$ cat src/rtl/core/tsf_pkg.sv
package tsf_pkg;

    localparam int FRAC_BITS = 16;
    localparam int MAX_SPANS = 64;
    localparam int COORD_W   = 12;
    localparam int OUT_W     = 11;
    localparam int FIX_W     = 32;
    localparam int DX_W      = COORD_W + 1;
    localparam int NUM_W     = DX_W + FRAC_BITS + 2;
    localparam int DIV_W     = NUM_W - 1;
    localparam int DEN_W     = COORD_W + 1;
    localparam int CNT_W     = $clog2(MAX_SPANS + 1);
    localparam int DCNT_W    = $clog2(DIV_W);
    localparam int XI_W      = FIX_W - FRAC_BITS;

    localparam logic [OUT_W-1:0] COORD_MAX = {OUT_W{1'b1}};
    localparam logic signed [FIX_W-1:0] HALF = FIX_W'(1) << (FRAC_BITS - 1);

    typedef enum logic [9:0] {
        S_IDLE = 10'b0000000001,
        S_INIT = 10'b0000000010,
        S_ROW  = 10'b0000000100,
        S_CHK  = 10'b0000001000,
        S_WALK = 10'b0000010000,
        S_DIV  = 10'b0000100000,
        S_SWAP = 10'b0001000000,
        S_EMIT = 10'b0010000000,
        S_ADV  = 10'b0100000000,
        S_FIN  = 10'b1000000000
    } state_t;

    typedef struct packed {
        logic load;
        logic init;
        logic row_start;
        logic next_edge;
        logic walk_start;
        logic walk_step;
        logic div_start;
        logic edge_write;
        logic swap;
        logic set_trunc;
        logic emit;
        logic adv;
        logic fin_push;
    } cmd_t;

    typedef struct packed {
        logic row_refresh;
        logic need_edge;
        logic edge_sel;
        logic walk_break;
        logic walk_fail;
        logic div_done;
        logic span_hit;
        logic cap_full;
        logic slot_free;
        logic pending_valid;
        logic at_ymax;
    } status_t;

    // forward edge walks +1, backward edge walks +2 (mod 3)
    function automatic logic [1:0] next_vtx(input logic [1:0] idx, input logic back);
        logic [1:0] r;
        r = 2'd0;
        if (back) begin
            unique case (idx)
                2'd0:    r = 2'd2;
                2'd1:    r = 2'd0;
                default: r = 2'd1;
            endcase
        end else begin
            unique case (idx)
                2'd0:    r = 2'd1;
                2'd1:    r = 2'd2;
                default: r = 2'd0;
            endcase
        end
        return r;
    endfunction

    function automatic logic [OUT_W-1:0] sat_coord(input logic signed [XI_W-1:0] v);
        logic [OUT_W-1:0] r;
        if (v < 0) begin
            r = '0;
        end else if (v > $signed({{(XI_W-OUT_W){1'b0}}, COORD_MAX})) begin
            r = COORD_MAX;
        end else begin
            r = v[OUT_W-1:0];
        end
        return r;
    endfunction

endpackage

$ cat src/rtl/core/triangle_scanline_span_fill.sv
// Triangle scanline span fill: takes one triangle (three signed 12-bit vertices) per input
// word and returns one output word per covered scanline, top row first, with m_last on the
// final span and m_truncated when the 64-span cap cut rows off; a triangle covering no
// pixel row produces no words. One triangle is worked at a time: s_ready is high only
// while the sequencer is idle. Each edge change runs a vertex walk and the bit-serial step
// divider; m_ready backpressure can stall output.
module triangle_scanline_span_fill (
    input  logic                                  aclk,
    input  logic                                  aresetn,
    input  logic                                  s_valid,
    output logic                                  s_ready,
    input  logic signed [tsf_pkg::COORD_W-1:0]    s_ax,
    input  logic signed [tsf_pkg::COORD_W-1:0]    s_ay,
    input  logic signed [tsf_pkg::COORD_W-1:0]    s_bx,
    input  logic signed [tsf_pkg::COORD_W-1:0]    s_by,
    input  logic signed [tsf_pkg::COORD_W-1:0]    s_cx,
    input  logic signed [tsf_pkg::COORD_W-1:0]    s_cy,
    output logic                                  m_valid,
    input  logic                                  m_ready,
    output logic [tsf_pkg::OUT_W-1:0]             m_row,
    output logic [tsf_pkg::OUT_W-1:0]             m_span_start,
    output logic [tsf_pkg::OUT_W-1:0]             m_span_end,
    output logic                                  m_last,
    output logic                                  m_truncated
);

    tsf_pkg::cmd_t    cmd;
    tsf_pkg::status_t sts;

    tsf_ctrl u_ctrl (
        .aclk    (aclk),
        .aresetn (aresetn),
        .s_valid (s_valid),
        .s_ready (s_ready),
        .sts     (sts),
        .cmd     (cmd)
    );

    tsf_datapath u_dp (
        .aclk         (aclk),
        .aresetn      (aresetn),
        .cmd          (cmd),
        .sts          (sts),
        .s_ax         (s_ax),
        .s_ay         (s_ay),
        .s_bx         (s_bx),
        .s_by         (s_by),
        .s_cx         (s_cx),
        .s_cy         (s_cy),
        .m_ready      (m_ready),
        .m_valid      (m_valid),
        .m_row        (m_row),
        .m_span_start (m_span_start),
        .m_span_end   (m_span_end),
        .m_last       (m_last),
        .m_truncated  (m_truncated)
    );

`ifndef ASSERT_OFF
    a_one_at_a_time: assert property (@(posedge aclk) disable iff (!aresetn)
        (s_valid && s_ready) |=> !s_ready)
        else $error("input taken while a triangle is in progress");

    a_trunc_on_last: assert property (@(posedge aclk) disable iff (!aresetn)
        m_valid |-> (!m_truncated || m_last))
        else $error("truncated flag on a non-final span");

    a_push_needs_slot: assert property (@(posedge aclk) disable iff (!aresetn)
        (cmd.emit && sts.pending_valid) || cmd.fin_push |-> sts.slot_free)
        else $error("span pushed over an unread word");

    a_start_after_end: assert property (@(posedge aclk) disable iff (!aresetn)
        m_valid |-> (m_span_start <= m_span_end))
        else $error("span order");
`endif

endmodule

$ cat src/rtl/core/tsf_div.sv
module tsf_div (
    input  logic                                aclk,
    input  logic                                aresetn,
    input  logic                                start,
    input  logic [tsf_pkg::DIV_W-1:0]           mag,
    input  logic                                neg,
    input  logic [tsf_pkg::DEN_W-1:0]           den,
    output logic                                done,
    output logic signed [tsf_pkg::FIX_W-1:0]    quo
);

    logic                            busy_reg, busy_next;
    logic                            done_reg, done_next;
    logic [tsf_pkg::DCNT_W-1:0]      cnt_reg, cnt_next;
    logic [tsf_pkg::DEN_W-1:0]       rem_reg, rem_next;
    logic [tsf_pkg::DIV_W-1:0]       quo_reg, quo_next;
    logic [tsf_pkg::DEN_W-1:0]       den_reg, den_next;
    logic                            neg_reg, neg_next;
    logic [tsf_pkg::DEN_W:0]         partial;
    logic [tsf_pkg::DEN_W+1:0]       trial;
    logic [tsf_pkg::FIX_W-1:0]       qext;

    assign partial = {rem_reg, quo_reg[tsf_pkg::DIV_W-1]};
    assign trial   = {1'b0, partial} - {2'b00, den_reg};

    always_comb begin
        busy_next = busy_reg;
        done_next = 1'b0;
        cnt_next  = cnt_reg;
        rem_next  = rem_reg;
        quo_next  = quo_reg;
        den_next  = den_reg;
        neg_next  = neg_reg;
        if (start) begin
            busy_next = 1'b1;
            cnt_next  = '0;
            rem_next  = '0;
            quo_next  = mag;
            den_next  = den;
            neg_next  = neg;
        end else if (busy_reg) begin
            if (!trial[tsf_pkg::DEN_W+1]) begin
                rem_next = trial[tsf_pkg::DEN_W-1:0];
                quo_next = {quo_reg[tsf_pkg::DIV_W-2:0], 1'b1};
            end else begin
                rem_next = partial[tsf_pkg::DEN_W-1:0];
                quo_next = {quo_reg[tsf_pkg::DIV_W-2:0], 1'b0};
            end
            cnt_next = cnt_reg + 1'b1;
            if (cnt_reg == tsf_pkg::DCNT_W'(tsf_pkg::DIV_W - 1)) begin
                busy_next = 1'b0;
                done_next = 1'b1;
            end
        end
    end

    always_ff @(posedge aclk) begin
        if (!aresetn) begin
            busy_reg <= 1'b0;
            done_reg <= 1'b0;
        end else begin
            busy_reg <= busy_next;
            done_reg <= done_next;
        end
        cnt_reg <= cnt_next;
        rem_reg <= rem_next;
        quo_reg <= quo_next;
        den_reg <= den_next;
        neg_reg <= neg_next;
    end

    assign qext = {{(tsf_pkg::FIX_W-tsf_pkg::DIV_W){1'b0}}, quo_reg};
    assign quo  = neg_reg ? -$signed(qext) : $signed(qext);
    assign done = done_reg;

endmodule

$ cat src/rtl/core/tsf_datapath.sv
module tsf_datapath (
    input  logic                                  aclk,
    input  logic                                  aresetn,
    input  tsf_pkg::cmd_t                         cmd,
    output tsf_pkg::status_t                      sts,
    input  logic signed [tsf_pkg::COORD_W-1:0]    s_ax,
    input  logic signed [tsf_pkg::COORD_W-1:0]    s_ay,
    input  logic signed [tsf_pkg::COORD_W-1:0]    s_bx,
    input  logic signed [tsf_pkg::COORD_W-1:0]    s_by,
    input  logic signed [tsf_pkg::COORD_W-1:0]    s_cx,
    input  logic signed [tsf_pkg::COORD_W-1:0]    s_cy,
    input  logic                                  m_ready,
    output logic                                  m_valid,
    output logic [tsf_pkg::OUT_W-1:0]             m_row,
    output logic [tsf_pkg::OUT_W-1:0]             m_span_start,
    output logic [tsf_pkg::OUT_W-1:0]             m_span_end,
    output logic                                  m_last,
    output logic                                  m_truncated
);

    localparam int CW = tsf_pkg::COORD_W;
    localparam int FW = tsf_pkg::FIX_W;
    localparam int OW = tsf_pkg::OUT_W;

    logic signed [CW-1:0] vx_reg [3];
    logic signed [CW-1:0] vy_reg [3];
    logic signed [CW-1:0] y_reg, y_next;
    logic signed [FW-1:0] ex_reg [2];
    logic signed [FW-1:0] step_reg [2];
    logic signed [CW-1:0] end_reg [2];
    logic [1:0]           ev_reg [2];
    logic [1:0]           left_cnt_reg, left_cnt_next;
    logic                 esel_reg, esel_next;
    logic                 lft_reg, lft_next;
    logic [1:0]           idx_reg, idx_next;
    logic signed [CW-1:0] xs_reg, xs_next;
    logic [tsf_pkg::CNT_W-1:0] cnt_reg, cnt_next;
    logic                 trunc_reg, trunc_next;
    logic                 pv_reg, pv_next;
    logic [OW-1:0]        prow_reg, pst_reg, pend_reg;
    logic                 mv_reg, mv_next;
    logic [OW-1:0]        mrow_reg, mst_reg, mend_reg;
    logic                 mlast_reg, mtr_reg;

    logic signed [CW-1:0] ymin, ymax, ty, vx_idx;
    logic [1:0]           imin;
    logic signed [FW-1:0] ex_l, ex_r, sum_l, sum_r, dquo;
    logic signed [tsf_pkg::XI_W-1:0] x1, x2;
    logic signed [tsf_pkg::DX_W-1:0] dx, dty;
    logic signed [tsf_pkg::NUM_W-1:0] num, nabs;
    logic                 ddone, push;

    always_comb begin
        ymin = vy_reg[0];
        imin = 2'd0;
        if (vy_reg[1] < ymin) begin
            ymin = vy_reg[1];
            imin = 2'd1;
        end
        if (vy_reg[2] < ymin) begin
            ymin = vy_reg[2];
            imin = 2'd2;
        end
        ymax = vy_reg[0];
        if (vy_reg[1] > ymax) ymax = vy_reg[1];
        if (vy_reg[2] > ymax) ymax = vy_reg[2];
    end

    always_comb begin
        unique case (idx_reg)
            2'd1: begin
                ty = vy_reg[1];
                vx_idx = vx_reg[1];
            end
            2'd2: begin
                ty = vy_reg[2];
                vx_idx = vx_reg[2];
            end
            default: begin
                ty = vy_reg[0];
                vx_idx = vx_reg[0];
            end
        endcase
    end

    assign dx   = tsf_pkg::DX_W'(vx_idx) - tsf_pkg::DX_W'(xs_reg);
    assign dty  = tsf_pkg::DX_W'(ty) - tsf_pkg::DX_W'(y_reg);
    assign num  = (tsf_pkg::NUM_W'(dx) <<< (tsf_pkg::FRAC_BITS + 1))
                  + tsf_pkg::NUM_W'(dty);
    assign nabs = num[tsf_pkg::NUM_W-1] ? -num : num;

    tsf_div u_div (
        .aclk    (aclk),
        .aresetn (aresetn),
        .start   (cmd.div_start),
        .mag     (nabs[tsf_pkg::DIV_W-1:0]),
        .neg     (num[tsf_pkg::NUM_W-1]),
        .den     ({dty[tsf_pkg::DEN_W-2:0], 1'b0}),
        .done    (ddone),
        .quo     (dquo)
    );

    assign ex_l  = lft_reg ? ex_reg[1] : ex_reg[0];
    assign ex_r  = lft_reg ? ex_reg[0] : ex_reg[1];
    assign sum_l = ex_l + tsf_pkg::HALF;
    assign sum_r = ex_r + tsf_pkg::HALF;
    assign x1    = sum_l[FW-1:tsf_pkg::FRAC_BITS];
    assign x2    = sum_r[FW-1:tsf_pkg::FRAC_BITS];

    assign sts.row_refresh   = (y_reg < ymax) || (y_reg == ymin);
    assign sts.need_edge     = y_reg >= end_reg[esel_reg];
    assign sts.edge_sel      = esel_reg;
    assign sts.walk_break    = (ty > y_reg) || (left_cnt_reg == 2'd0);
    assign sts.walk_fail     = y_reg >= ty;
    assign sts.div_done      = ddone;
    assign sts.span_hit      = !y_reg[CW-1] && !x2[tsf_pkg::XI_W-1];
    assign sts.cap_full      = cnt_reg >= tsf_pkg::CNT_W'(tsf_pkg::MAX_SPANS);
    assign sts.slot_free     = !mv_reg || m_ready;
    assign sts.pending_valid = pv_reg;
    assign sts.at_ymax       = y_reg == ymax;

    assign push = (cmd.emit && pv_reg) || cmd.fin_push;

    always_comb begin
        y_next        = y_reg;
        left_cnt_next = left_cnt_reg;
        esel_next     = esel_reg;
        lft_next      = lft_reg;
        idx_next      = idx_reg;
        xs_next       = xs_reg;
        cnt_next      = cnt_reg;
        trunc_next    = trunc_reg;
        pv_next       = pv_reg;
        mv_next       = mv_reg;
        if (mv_reg && m_ready) mv_next = 1'b0;
        if (push) mv_next = 1'b1;
        if (cmd.init) begin
            y_next        = ymin;
            left_cnt_next = 2'd3;
            lft_next      = 1'b0;
            cnt_next      = '0;
            trunc_next    = 1'b0;
            pv_next       = 1'b0;
        end
        if (cmd.row_start) esel_next = 1'b0;
        if (cmd.next_edge) esel_next = 1'b1;
        if (cmd.walk_start) begin
            idx_next = ev_reg[esel_reg];
            xs_next  = '0;
        end
        if (cmd.walk_step) begin
            xs_next       = vx_idx;
            idx_next      = tsf_pkg::next_vtx(idx_reg, esel_reg);
            left_cnt_next = left_cnt_reg - 2'd1;
        end
        if (cmd.swap && (ex_l > ex_r)) lft_next = ~lft_reg;
        if (cmd.set_trunc) trunc_next = 1'b1;
        if (cmd.emit) begin
            pv_next  = 1'b1;
            cnt_next = cnt_reg + 1'b1;
        end
        if (cmd.fin_push) pv_next = 1'b0;
        if (cmd.adv && !sts.at_ymax) y_next = y_reg + 1'b1;
    end

    always_ff @(posedge aclk) begin
        if (!aresetn) begin
            mv_reg       <= 1'b0;
            pv_reg       <= 1'b0;
            esel_reg     <= 1'b0;
            lft_reg      <= 1'b0;
            left_cnt_reg <= 2'd3;
            cnt_reg      <= '0;
            trunc_reg    <= 1'b0;
            y_reg        <= '0;
            idx_reg      <= '0;
            xs_reg       <= '0;
        end else begin
            mv_reg       <= mv_next;
            pv_reg       <= pv_next;
            esel_reg     <= esel_next;
            lft_reg      <= lft_next;
            left_cnt_reg <= left_cnt_next;
            cnt_reg      <= cnt_next;
            trunc_reg    <= trunc_next;
            y_reg        <= y_next;
            idx_reg      <= idx_next;
            xs_reg       <= xs_next;
        end
    end

    always_ff @(posedge aclk) begin
        if (cmd.load) begin
            vx_reg[0] <= s_ax;
            vy_reg[0] <= s_ay;
            vx_reg[1] <= s_bx;
            vy_reg[1] <= s_by;
            vx_reg[2] <= s_cx;
            vy_reg[2] <= s_cy;
        end
        if (cmd.init) begin
            for (int i = 0; i < 2; i++) begin
                ex_reg[i]   <= '0;
                step_reg[i] <= '0;
                end_reg[i]  <= ymin;
                ev_reg[i]   <= imin;
            end
        end else if (cmd.edge_write) begin
            ex_reg[esel_reg]   <= FW'(xs_reg) <<< tsf_pkg::FRAC_BITS;
            step_reg[esel_reg] <= dquo;
            end_reg[esel_reg]  <= ty;
            ev_reg[esel_reg]   <= idx_reg;
        end else if (cmd.adv) begin
            ex_reg[0] <= ex_reg[0] + step_reg[0];
            ex_reg[1] <= ex_reg[1] + step_reg[1];
        end
        if (cmd.emit) begin
            prow_reg <= y_reg[OW-1:0];
            pst_reg  <= tsf_pkg::sat_coord(x1);
            pend_reg <= tsf_pkg::sat_coord(x2);
        end
        if (push) begin
            mrow_reg  <= prow_reg;
            mst_reg   <= pst_reg;
            mend_reg  <= pend_reg;
            mlast_reg <= cmd.fin_push;
            mtr_reg   <= cmd.fin_push && trunc_reg;
        end
    end

    assign m_valid      = mv_reg;
    assign m_row        = mrow_reg;
    assign m_span_start = mst_reg;
    assign m_span_end   = mend_reg;
    assign m_last       = mlast_reg;
    assign m_truncated  = mtr_reg;

endmodule

$ cat src/rtl/core/tsf_ctrl.sv
module tsf_ctrl (
    input  logic              aclk,
    input  logic              aresetn,
    input  logic              s_valid,
    output logic              s_ready,
    input  tsf_pkg::status_t  sts,
    output tsf_pkg::cmd_t     cmd
);

    tsf_pkg::state_t state_reg, state_next;

    always_comb begin
        state_next = state_reg;
        cmd        = '0;
        s_ready    = 1'b0;
        unique case (state_reg)
            tsf_pkg::S_IDLE: begin
                s_ready = 1'b1;
                if (s_valid) begin
                    cmd.load   = 1'b1;
                    state_next = tsf_pkg::S_INIT;
                end
            end
            tsf_pkg::S_INIT: begin
                cmd.init   = 1'b1;
                state_next = tsf_pkg::S_ROW;
            end
            tsf_pkg::S_ROW: begin
                cmd.row_start = 1'b1;
                state_next = sts.row_refresh ? tsf_pkg::S_CHK : tsf_pkg::S_SWAP;
            end
            tsf_pkg::S_CHK: begin
                if (sts.need_edge) begin
                    cmd.walk_start = 1'b1;
                    state_next     = tsf_pkg::S_WALK;
                end else if (sts.edge_sel) begin
                    state_next = tsf_pkg::S_SWAP;
                end else begin
                    cmd.next_edge = 1'b1;
                end
            end
            tsf_pkg::S_WALK: begin
                if (!sts.walk_break) begin
                    cmd.walk_step = 1'b1;
                end else if (sts.walk_fail) begin
                    state_next = tsf_pkg::S_FIN;
                end else begin
                    cmd.div_start = 1'b1;
                    state_next    = tsf_pkg::S_DIV;
                end
            end
            tsf_pkg::S_DIV: begin
                if (sts.div_done) begin
                    cmd.edge_write = 1'b1;
                    if (sts.edge_sel) begin
                        state_next = tsf_pkg::S_SWAP;
                    end else begin
                        cmd.next_edge = 1'b1;
                        state_next    = tsf_pkg::S_CHK;
                    end
                end
            end
            tsf_pkg::S_SWAP: begin
                cmd.swap   = 1'b1;
                state_next = tsf_pkg::S_EMIT;
            end
            tsf_pkg::S_EMIT: begin
                priority if (!sts.span_hit) begin
                    state_next = tsf_pkg::S_ADV;
                end else if (sts.cap_full) begin
                    cmd.set_trunc = 1'b1;
                    state_next    = tsf_pkg::S_FIN;
                end else if (!sts.pending_valid || sts.slot_free) begin
                    cmd.emit   = 1'b1;
                    state_next = tsf_pkg::S_ADV;
                end
            end
            tsf_pkg::S_ADV: begin
                cmd.adv    = 1'b1;
                state_next = sts.at_ymax ? tsf_pkg::S_FIN : tsf_pkg::S_ROW;
            end
            tsf_pkg::S_FIN: begin
                priority if (!sts.pending_valid) begin
                    state_next = tsf_pkg::S_IDLE;
                end else if (sts.slot_free) begin
                    cmd.fin_push = 1'b1;
                    state_next   = tsf_pkg::S_IDLE;
                end
            end
            default: begin
                state_next = tsf_pkg::S_IDLE;
            end
        endcase
    end

    always_ff @(posedge aclk) begin
        if (!aresetn) begin
            state_reg <= tsf_pkg::S_IDLE;
        end else begin
            state_reg <= state_next;
        end
    end

endmodule

$ cat config.mk
export PLATFORM = sky130hd
export DESIGN_NAME = triangle_scanline_span_fill
export DESIGN_NICKNAME = d
export VERILOG_FILES = /design/src/rtl/core/tsf_pkg.sv /design/src/rtl/core/triangle_scanline_span_fill.sv /design/src/rtl/core/tsf_div.sv /design/src/rtl/core/tsf_datapath.sv /design/src/rtl/core/tsf_ctrl.sv
export SDC_FILE = /design/constraint.sdc
export NUM_CORES = 1
export LEC_CHECK = 0
export BUFFER_PORTS_ARGS = -buffer_cell sky130_fd_sc_hd__buf_2
export CAP_MARGIN = 10
export CORE_MARGIN = 5
export CORE_UTILIZATION = 35
export DETAILED_ROUTE_END_ITERATION = 7
export GPL_ROUTABILITY_DRIVEN = 1
export PLACE_DENSITY = 0.6
export SLEW_MARGIN = 20
export SYNTH_ARGS = -nofsm -noshare
export SYNTH_HDL_FRONTEND = slang
export SYNTH_HIERARCHICAL = 1
export SYNTH_SLANG_ARGS = --single-unit
$ cat constraint.sdc
create_clock -name aclk -period 10.25 [get_ports aclk]
set_input_delay 2.05 -clock aclk [delete_from_list [all_inputs] [get_ports aclk]]
set_output_delay 2.05 -clock aclk [all_outputs]
set_load 0.01 [all_outputs]
==> summary.txt, run 1 <==
Status
  – Outcome: completed

Detailed routing
  – Met1 wire length: around 32 mm
  – Met2 wire length: about 29 mm
  – Detailed Route Iter0 Violations: about 1.2k
  – Vias: 20.17k
  – Total routed wirelength: between 60 and 70 mm
  – First drt pass iteration count: 6
  – Remaining DRCs: 0
  – Number of routed nets with antenna violations: 0
  – Vias per cell: around 5.2
  – Top sig layer: met4
  – WL/cell: around 17 um
  – Metal3 WL: around 3.5 mm

Worst setup path
  – Slowest CP cell: a31oi_2
  – Last element of the critical path: u_dp/y_reg[9]$_SDFFE_PN0P_
  – Most frequent CP cell: o21a_1
  – RR Endpoint: u_dp/y_reg[9]$_SDFFE_PN0P_
  – CP arrival: 8300 ps
  – Worst-path fanout max: 16
  – Worst endpoint required time: 10700 ps
  – CP Capture Type: flip-flop
  – Reg-to-reg slack, setup: roughly 2400 ps
  – Worst Setup SP: u_dp/vy_reg[0][23]$_DFFE_PP_
  – Kind of critical path: reg2reg
  – Startpoint Class: flip-flop
  – Max stage delay on crit path: ~700 ps
  – Worst r2r src: u_dp/vy_reg[0][23]$_DFFE_PP_
  – R2R depth: 32

Clocking
  – H-tree depth: 2
  – Max clock buf depth: 3
  – Root Buffer Master: clkbuf_16
  – TritonCTS Buffers: 46
  – Clk slew on worst S/H paths: roughly 60 ps
  – Clock sinks: 411
  – Resize count post-CTS: 0
  – CTS tree: done
  – Setup bufs post-CTS: 0
  – CTS Hold Bufs: 0
  – Clk_lat worst skew: a little under 600 ps

Synth
  – Netlist Area Pre-Place: roughly 27000 um^2
  – Syn_nets: approximately 3.0k
  – Mean Syn Cell Area: 9.896 um^2
  – Leading area contributor after synthesis: edfxtp_1
  – Most common library cells after synthesis: edfxtp_1, a21oi_1, ha_1, nand2_1
  – Most numerous cell in the Yosys netlist: edfxtp_1
  – Synth unique cells: 108
  – Mapped Cells: between 2k and 3k
  – Synth area leaders: edfxtp_1, ha_1, dfxtp_1
  – Register bit total from synthesis: about 410
  – Seq/Total Area, Yosys: a little over two fifths
  – Synth warnings: 6
  – Top-area cell type share of the netlist area: 34.45%
  – Commonest register cell after synthesis: edfxtp_1
  – EDFF count, synth: between 300 and 400
  – Post-synth ARST share: 0%

Cells and area
  – Multi-input gate area: 14470 um^2
  – Fill cells: 7416
  – Layout Area Growth over Synthesis: 12.69%
  – Fin util: between 30% and 40%
  – Finished Layout Cells: between 3k and 4k
  – Layout cells sized above 1: between 10% and 20%
  – Storage cell area: approximately 11000 um^2
  – Fin nets: 3068
  – # diodes: 0

Floorplan
  – FP Rows: approximately 100
  – I/O pin count: ~110
  – Initial cell density of the core: 35.35%
  – Die width: about 290 um
  – Chip Height: 287.0 um
  – Core region area: around 76000 um^2
  – Total die area: between 80000 and 90000 um^2

Timing
  – Slew @ Worst Pin: 1040 ps
  – Max Clock Freq: around 130 MHz
  – Final worst slack: between 2000 and 2500 ps
  – Rel. slew slack: 30.43%
  – Worst hold margin: just over 400 ps
  – Final Max Slew Viols: 0
  – Setup TNS: 0 ps
  – Final setup viols: 0
  – Final clock skew: ~21 ps
  – Unrepaired setup endpoints after global routing: false
  – Final hold violations: 0
  – Post-route minimum period: roughly 7900 ps
  – Final period util: 76.65%

Global route
  – Total Routing Usage GR: 15.78%
  – Vias in the first global route: 19.42k
  – First-pass GRT wire length: roughly 110 mm
  – Initial antenna violation count: 0
  – Grt total ovfl: 0
  – Largest net degree at the start of global routing: 73

Pwr
  – Static Leak: roughly 12 nW
  – Pwr Density: 175.2 nW/um^2
  – Peak VDD IR: around 0.00015 V

Place
  – PortBufs: 112
  – Post-DP HPWL: between 40 and 50 mm
  – DP Cell Count: 3781
  – RD Place Congestion: ~0.89
  – Worst slack at placement: ~2600 ps

Run
  – Max-Cap Viols: 0

Worst hold path
  – Path category of the worst min-delay check: reg2reg
-- cells by family after synthesis --
kind of cell / share of synthesized area, %
flops: 42.13
buf+inv: 4.092
xor+xnor: 5.872
other cells: 0.01397
simple gates: 15.45
fa+ha+maj: 9.703
compound gates: 17.28
mux: 5.466
-- power by group --
part	switching [W]	internal (W)	leakage, nW
combinational	0.000831	0.000561	7.15
sequential	0.0000946	0.00191	3.74
clock	0.000730	0.00118	0.843
total	0.00166	0.00365	11.7
-- placed cells by master, fill, tap and decap left out, types with 13 or more instances in the layout --
cell         n
a211oi_1    27
a21o_1      57
a21oi_1    190
a22oi_1     27
a31oi_1     20
and2_1      75
and3_1      24
buf_2      112
buf_4       29
bufinv_16   13
clkbuf_16   47
dfxtp_1    102
edfxtp_1   308
ha_1       187
inv_1      171
mux2_2      49
mux2i_1     90
nand2_1    173
nand2b_1    57
nand3_1     61
nand4_1     31
nor2_1     172
nor2b_1     51
nor3_1      51
nor4_1      13
o211ai_1    14
o21a_1      24
o21ai_0    163
o21bai_1    14
o22ai_1     18
o31ai_1     25
xnor2_1    112
xor2_1      68
-- worst min path at each step --
stage	startpoint	end	slack [ps]	cells after the start
after floorplan	u_dp/prow_reg[0]$_DFFE_PP_	u_dp/m_row[0]$_DFFE_PP_	400	0
after global placement	u_dp/pst_reg[0]$_SDFFCE_PN0P_	u_dp/m_span_start[0]$_DFFE_PP_	400	0
after detailed placement	u_dp/pend_reg[4]$_SDFFCE_PN0P_	u_dp/m_span_end[4]$_DFFE_PP_	400	0
after CTS	u_dp/pend_reg[4]$_SDFFCE_PN0P_	u_dp/m_span_end[4]$_DFFE_PP_	410	0
after global routing	u_dp/pend_reg[7]$_SDFFCE_PN0P_	u_dp/m_span_end[7]$_DFFE_PP_	420	0
final	u_dp/pend_reg[4]$_SDFFCE_PN0P_	u_dp/m_span_end[4]$_DFFE_PP_	410	0
-- metal layers --
metal	vias up	global-route usage, %
li1	10180	-
met3	94	2.577
met4	0	3.968
met2	445	25.00
met1	9444	22.59
met5	-	0
-- through the flow --
step                instance area, um^2  total power (W)
floorplan                         26850         0.003056
global placement                  28500         0.003397
detailed placement                28510         0.003411
CTS                               30260         0.005342
global route                      30260         0.005589
finish                            30260         0.005301
-- cell type report --
class / instances / area share [%]
Multi-Input combinational cell: 2023 / 47.83
Sequential cell: 411 / 37.39
Tap cell: 1030 / 4.260
Clock buffer: 50 / 3.925
Timing Repair Buffer: 141 / 2.572
Inverter: 176 / 2.188
Clock inverter: 36 / 1.840
-- worst max-delay path: cells and delay by family (launching register included) --
kind / cells / cell delay (ps)
compound gates: 14 / 3150
simple gates: 13 / 2450
fa+ha+maj: 3 / 940
flops: 1 / 430
mux: 1 / 420
buf+inv: 1 / 300
Note: power is estimated with default switching activity, not from simulation.
==> run 2: changes to the inputs <==
clock period = 7.9 ns   (was 10.25 ns; I/O delays follow)
==> run 2 against run 1 <==
Effect of this change:
- register-to-register slack worse by 1600 ps
- via count is 0.27% higher
- maximum frequency is 11% higher
- critical path depth is 1 higher
- core utilization hardly changed
- non-clock buffer count is 5 higher
- largest cell class unchanged
==> summary.txt, run 2 (synthesis gave the netlist of run 1 again) <==
Timing
  – Worst hold margin: 415.7 ps (+3.264 ps)
  – Slew @ Worst Pin: 1031 ps (-8.725 ps)
  – Final Max Slew Viols: 0 (unchanged)
  – Unrepaired setup endpoints after global routing: false
  – Final hold violations: 0 (unchanged)
  – Post-route minimum period: 7061 ps (-796.2 ps)
  – Rel. slew slack: 30.95% (+0.52 points)
  – Final setup viols: 0 (unchanged)
  – Final clock skew: 18.65 ps (-2.842 ps)
  – Setup TNS: 0 ps (unchanged)
  – Final period util: 89.37% (+13 points)
  – Max Clock Freq: 141.6 MHz (+11%)

Worst hold path
  – Path category of the worst min-delay check: reg2reg

Clocking
  – Root Buffer Master: clkbuf_16
  – H-tree depth: 2 (unchanged)
  – Setup bufs post-CTS: 0 (unchanged)
  – TritonCTS Buffers: 47 (+2.2%)
  – Resize count post-CTS: 0 (unchanged)
  – CTS tree: done
  – Clk_lat worst skew: 610 ps (+20 ps)
  – Clock sinks: 411 (unchanged)
  – Clk slew on worst S/H paths: 60 ps (about the same)
  – CTS Hold Bufs: 0 (unchanged)
  – Max clock buf depth: 3 (unchanged)

Detailed routing
  – Number of routed nets with antenna violations: 0 (unchanged)
  – Vias: 20.22k (+0.27%)
  – Vias per cell: 5.221 (+0.11%)
  – WL/cell: 17.15 um (about the same)
  – Total routed wirelength: 66.42 mm (+0.14%)
  – First drt pass iteration count: 5 (-1)
  – Detailed Route Iter0 Violations: 1413 (+23%)
  – Remaining DRCs: 0 (unchanged)

Global route
  – Grt total ovfl: 0 (unchanged)
  – Vias in the first global route: 19.07k (-1.8%)
  – Initial antenna violation count: 0 (unchanged)
  – First-pass GRT wire length: 105.4 mm (-0.84%)
  – Total Routing Usage GR: 15.76% (-0.027 points)
  – Largest net degree at the start of global routing: 73 (unchanged)

Cells and area
  – Final Cell Area: 30230 um^2 (about the same)
  – Fill cells: 7434 (+0.24%)
  – # diodes: 0 (unchanged)
  – Multi-input gate area: 14480 um^2 (about the same)
  – Most common cell after layout, fill and taps aside: edfxtp_1
  – Fin nets: 3074 (+0.20%)
  – Layout Area Growth over Synthesis: 12.58% (about the same)
  – Layout cells sized above 1: 11.92% (-0.060 points)
  – Commonest cells after routing, fill and taps aside: edfxtp_1, a21oi_1, ha_1, nand2_1, nor2_1
  – Storage cell area: 11310 um^2 (unchanged)

Pwr
  – Clock share of power: 35.0% (-1.0 points)
  – Cell internal pwr: 0.004651 W (+28%)
  – Reg power frac: 38.4% (+0.6 points)
  – Logic pwr share: 26.5% (+0.2 points)
  – Net Sw Frac: 31.36% (+0.13 points)
  – Peak VDD IR: 0.0001635 V (+9.1%)
  – Pwr Density: 224.2 nW/um^2 (+28%)
  – Static Leak: 11.72 nW (-0.13%)
  – Sw power: 0.002125 W (+28%)

Place
  – Post-DP HPWL: 50.45 mm (+1.2%)
  – PortBufs: 112 (unchanged)
  – Cell Area, Placed: 28550 um^2 (+0.14%)
  – RD Place Congestion: 0.9009 (+1.3%)

Worst setup path
  – Worst endpoint required time: 8350 ps (-2350 ps)
  – CP arrival: 7510 ps (-790 ps)
  – Kind of critical path: reg2reg
  – Most frequent CP cell: o21a_1
  – Max stage delay on crit path: 450 ps (-230 ps)
  – Startpoint Class: flip-flop
  – Worst-path fanout max: 16 (unchanged)
  – CP Capture Type: flip-flop
  – Slowest CP cell: ha_1

Status
  – Outcome: completed

Floorplan
  – Total die area: 82350 um^2 (unchanged)
  – Core region area: 75950 um^2 (unchanged)
  – Initial cell density of the core: 35.35% (unchanged)
  – Chip Height: 287.0 um (unchanged)
  – FP Rows: 101 (unchanged)
  – Die width: 287.0 um (unchanged)
  – I/O pin count: 113 (unchanged)

Run
  – Max-Cap Viols: 0 (unchanged)
==> run 2: power groups by stage <==
stage               clock network, W  registers, W  logic [W]
floorplan                          0       0.00259    0.00137
global placement                   0       0.00265    0.00177
detailed placement                 0       0.00265    0.00178
CTS                          0.00243       0.00260    0.00179
global route                 0.00253       0.00262    0.00201
finish                       0.00237       0.00260    0.00180
==> run 2: layout make-up <==
class	count	share of cell area (%)
multi-input combinational	2023	47.89
sequential	411	37.42
tap	1030	4.264
clock buffer	56	4.073
timing repair buffer	146	2.699
inverter	176	2.190
clock inverter	31	1.461
==> run 2: path summary, 6_finish.rpt <==
path,startpoint,slack [ps],end,cells after the start
min,u_dp/prow_reg[9]$_DFFE_PP_,420,u_dp/m_row[9]$_DFFE_PP_,0
min reg2reg,u_dp/prow_reg[9]$_DFFE_PP_,420,u_dp/m_row[9]$_DFFE_PP_,0
max,u_dp/vy_reg[0][23]$_DFFE_PP_,840,u_dp/y_reg[11]$_SDFFE_PN0P_,33
max reg2reg,u_dp/vy_reg[0][23]$_DFFE_PP_,840,u_dp/y_reg[11]$_SDFFE_PN0P_,33
==> run 2: layer usage <==
metal | share of wire, % | wire length, um | track usage [%]
met1 | 49 | 32680 | 23.01
met2 | 43 | 28660 | 24.50
met3 | 5.6 | 3692 | 2.546
met4 | 2.1 | 1386 | 3.799
met5 | 0 | 0 | 0
==> run 2: worst max-delay path: cells and delay by family (launching register included) <==
kind                     cells  cell delay [ps]
AO/OA/AOI/OAI               13             2050
adder cells (fa/ha/maj)      3             1050
buffers and inverters        3              630
flip-flops                   1              440
multiplexers                 2              740
AND/OR/NAND/NOR             12             2000
==> run 2: per-stage QoR <==
step	power, W	setup slack [ps]	std cells	utilization (%)
2_1_floorplan	0.003965	802.5	2713	-
3_3_place_gp	0.004416	907.8	3786	37.59
3_5_place_dp	0.004428	676.3	3786	37.59
4_1_cts	0.006827	640.7	3873	39.80
5_1_grt	0.007149	185.2	3873	39.80
6_report	0.006775	839.5	3873	39.80
==> run 3: changes to the inputs <==
PLACE_DENSITY = 0.62   (was 0.6)
SYNTH_HIERARCHICAL = default   (was 1)
clock period = 6.25 ns   (was 7.9 ns; I/O delays follow)
==> run 3 against run 2 <==
Effect of this change:
- combinational power rose by 72%
- global-route usage grew 0.93 points
- maximum frequency grew 12%
- largest power group unchanged
- first-iteration DRC count up 6.2%
- via count increased by 3.4%
- sequential cell count shrank 1
- wire length grew 6.4%
- cell count is 1.4% higher
- critical path depth shrank 3
- critical endpoint is now u_dp.y_reg[3]$_SDFFE_PN0P_
- core utilization increased by 1.7 points
- the flow now finishes with violations (setup timing)
==> summary.txt, run 3 <==
Timing
  – Final hold violations: 0 (unchanged)
  – Post-route minimum period: 6319 ps (-742.0 ps)
  – Max Clock Freq: 158.3 MHz (+12%)
  – Final clock skew: 37.28 ps (+18.63 ps)
  – Final worst slack: -68.58 ps (-908.0 ps)
  – Final Max Slew Viols: 0 (unchanged)
  – Slew @ Worst Pin: 1065 ps (+33.59 ps)
  – Setup TNS: -229.0 ps (-229.0 ps)
  – Final period util: 101.1% (+12 points)
  – Unrepaired setup endpoints after global routing: true
  – Rel. slew slack: 28.77% (-2.2 points)
  – Final setup viols: 5 (+5)

Clocking
  – TritonCTS Buffers: 48 (+2.1%)
  – CTS Hold Bufs: 0 (unchanged)
  – Max clock buf depth: 3 (unchanged)
  – H-tree depth: 2 (unchanged)
  – CTS tree: done
  – Clk slew on worst S/H paths: 60 ps (about the same)
  – Clk_lat worst skew: 600 ps (about the same)
  – Root Buffer Master: clkbuf_16
  – Clock sinks: 410 (-0.24%)

Detailed routing
  – Vias: 20.91k (+3.4%)
  – Metal3 WL: 3.901 mm (+5.7%)
  – Detailed Route Iter0 Violations: 1501 (+6.2%)
  – WL/cell: 18.00 um (+4.9%)
  – Total routed wirelength: 70.65 mm (+6.4%)
  – Remaining DRCs: 0 (unchanged)
  – First drt pass iteration count: 5 (unchanged)
  – Met2 wire length: 31.12 mm (+8.6%)
  – Met1 wire length: 33.65 mm (+3.0%)
  – Vias per cell: 5.326 (+2.0%)
  – Top sig layer: met4
  – Number of routed nets with antenna violations: 0 (unchanged)

Worst setup path
  – Worst endpoint required time: 6740 ps (-1610 ps)
  – Worst-path fanout max: 6 (-10)
  – Kind of critical path: reg2reg
  – Reg-to-reg slack, setup: -70 ps (-910 ps)
  – CP arrival: 6810 ps (-700 ps)
  – Most frequent CP cell: o21a_1
  – Startpoint Class: flip-flop
  – CP Capture Type: flip-flop
  – Slowest CP cell: edfxtp_1
  – Max stage delay on crit path: 440 ps (about the same)

Status
  – Failing checks: setup timing
  – Outcome: finished, violations left

Global route
  – Vias in the first global route: 19.64k (+3.0%)
  – Largest net degree at the start of global routing: 73 (unchanged)
  – First-pass GRT wire length: 109.5 mm (+3.9%)
  – Total Routing Usage GR: 16.69% (+0.93 points)
  – Initial antenna violation count: 1 (+1)
  – Grt total ovfl: 0 (unchanged)

Floorplan
  – Die width: 283.8 um (-1.1%)
  – Initial cell density of the core: 35.24% (-0.11 points)
  – Chip Height: 283.8 um (-1.1%)
  – I/O pin count: 113 (unchanged)
  – Total die area: 80540 um^2 (-2.2%)
  – FP Rows: 100 (-0.99%)
  – Core region area: 74450 um^2 (-2.0%)

Cells and area
  – Fin nets: 3186 (+3.6%)
  – Most common cell after layout, fill and taps aside: edfxtp_1
  – Layout Area Growth over Synthesis: 17.88%
  – Fin util: 41.54% (+1.7 points)
  – Storage cell area: 11280 um^2 (-0.24%)
  – Fill cells: 7124 (-4.2%)
  – Finished Layout Cells: 3926 (+1.4%)
  – Multi-input gate area: 14520 um^2 (+0.34%)
  – Layout cells sized above 1: 15.89% (+4.0 points)
  – # diodes: 0 (unchanged)
  – Commonest cells after routing, fill and taps aside: edfxtp_1, nor2_1, nand2_1, o21ai_0, ha_1

Synth
  – Synth area leaders: edfxtp_1, ha_1, dfxtp_1
  – Commonest register cell after synthesis: edfxtp_1
  – Mapped Cells: 2711 (-0.074%)
  – Leading area contributor after synthesis: edfxtp_1
  – Post-Synth XOR/XNOR Area: 6.176% (+0.30 points)
  – Mux share of post-synthesis cell area: 3.806% (-1.7 points)
  – Most numerous cell in the Yosys netlist: edfxtp_1
  – Post-Synth Simple-Gate Area: 15.51% (+0.060 points)
  – Synth warnings: 0 (-6)
  – Seq/Total Area, Yosys: 43.00% (+0.87 points)
  – Syn_nets: 2980 (-0.067%)
  – Synth Area in Adders: 9.834% (+0.13 points)
  – Mean Syn Cell Area: 9.678 um^2 (-2.2%)
  – Synth unique cells: 86 (-20%)
  – Main combinational cell family by area after synthesis: compound AO/OA/AOI/OAI gates
  – Post-synth ARST share: 0% (unchanged)
  – Top-area cell type share of the netlist area: 35.14% (+0.69 points)
  – Most common library cells after synthesis: edfxtp_1, nor2_1, nand2_1, o21ai_0, ha_1
  – Complex-gate fraction of the synthesized area: 17.81% (+0.54 points)
  – EDFF count, synth: 307 (-0.32%)
  – Register bit total from synthesis: 410 (-0.24%)
  – Netlist Area Pre-Place: 26240 um^2 (-2.3%)

Pwr
  – Final Power: 0.009223 W (+36%)
  – Static Leak: 12.11 nW (+3.4%)
  – Clock share of power: 30.9% (-4.1 points)
  – Reg power frac: 35.5% (-2.9 points)
  – Sw power: 0.003063 W (+44%)
  – Peak VDD IR: 0.0002276 V (+39%)
  – Net Sw Frac: 33.21% (+1.9 points)
  – Cell internal pwr: 0.006160 W (+32%)
  – Logic pwr share: 33.5% (+7.0 points)
  – Pwr Density: 298.2 nW/um^2 (+33%)

Place
  – Worst slack at placement: -95.51 ps (-771.8 ps)
  – DP Cell Count: 3820 (+0.90%)
  – PortBufs: 112 (unchanged)
  – Post-DP HPWL: 53.14 mm (+5.3%)
  – RD Place Congestion: 0.9462 (+5.0%)

Run
  – Max-Cap Viols: 0 (unchanged)

Worst hold path
  – Path category of the worst min-delay check: reg2reg
## run 3: cell types whose count changed in the layout (fill, tap and decap cells not counted), moves of 33 or more
cell,delta
xnor2_1,-33
nand2_1,+35
buf_4,+113
a21oi_1,-36
nor2_1,+46
and2_1,-53
xor2_1,+38
## run 3: routing by layer
metal / vias up / track usage, %
li1: 10410 / -
met1: 9786 / 24.26
met2: 585 / 26.22
met3: 129 / 2.129
met4: 0 / 4.624
met5: - / 0
## run 3: critical path: cells and delay by family (launching register included)
family | cells | cell delay [ps]
and+or+nand+nor | 6 | 1180
adders and majority gates | 3 | 870
DFF | 1 | 440
buffers and inverters | 4 | 520
muxes | 2 | 580
AOI/OAI and AO/OA | 15 | 2630
## run 3: final cells by class
cell class | instances | area share (%)
Clock buffer | 56 | 4.082
Clock inverter | 34 | 1.104
Multi-Input combinational cell | 2036 | 46.96
Tap cell | 969 | 3.920
Timing Repair Buffer | 263 | 5.526
Sequential cell | 410 | 36.49
Inverter | 158 | 1.922
## run 3: repair_timing
| action | CTS | global route |
|---|---|---|
| setup endpoints to repair | 25 | 45 |
| buffers inserted | 1 | 15 |
| resized for setup | 11 | 105 |
| cloned | 1 | 0 |
| endpoints found under the hold margin | 0 | 0 |
| pin swaps | 3 | 39 |
## run 3: final timing paths
path	startpoint	to	depth (start not counted)
setup / recovery	u_dp.vy_reg[0][22]$_DFFE_PP_	u_dp.y_reg[3]$_SDFFE_PN0P_	30
hold / removal	u_dp.pst_reg[7]$_SDFFCE_PN0P_	u_dp.m_span_start[7]$_DFFE_PP_	0
setup reg to reg	u_dp.vy_reg[0][22]$_DFFE_PP_	u_dp.y_reg[3]$_SDFFE_PN0P_	30
hold reg to reg	u_dp.pst_reg[7]$_SDFFCE_PN0P_	u_dp.m_span_start[7]$_DFFE_PP_	0
## run 3: power groups by stage
stage / logic (W) / registers, W / clock network, W
after global routing: 0.00340 / 0.00329 / 0.00303
after CTS: 0.00286 / 0.00327 / 0.00293
after floorplan: 0.00199 / 0.00330 / 0
after detailed placement: 0.00282 / 0.00333 / 0
final: 0.00309 / 0.00328 / 0.00285
after global placement: 0.00281 / 0.00332 / 0
## run 3: kinds of logic (layout without fill, tap and decap cells)
logic type      after synthesis  in the layout
flops                       410            410
mux                          96             96
buf+inv                     265            511
fa+ha+maj                   205            205
xor+xnor                    185            185
simple gates                820            820
compound gates              730            730
## run 3: metrics by stage
stage	hold slack (ps)	cell area [um^2]
final	414.7	30930
after global routing	422.4	30930
after CTS	417.6	30320
after detailed placement	404.5	28670
after global placement	400.9	28670
after floorplan	400.3	26300
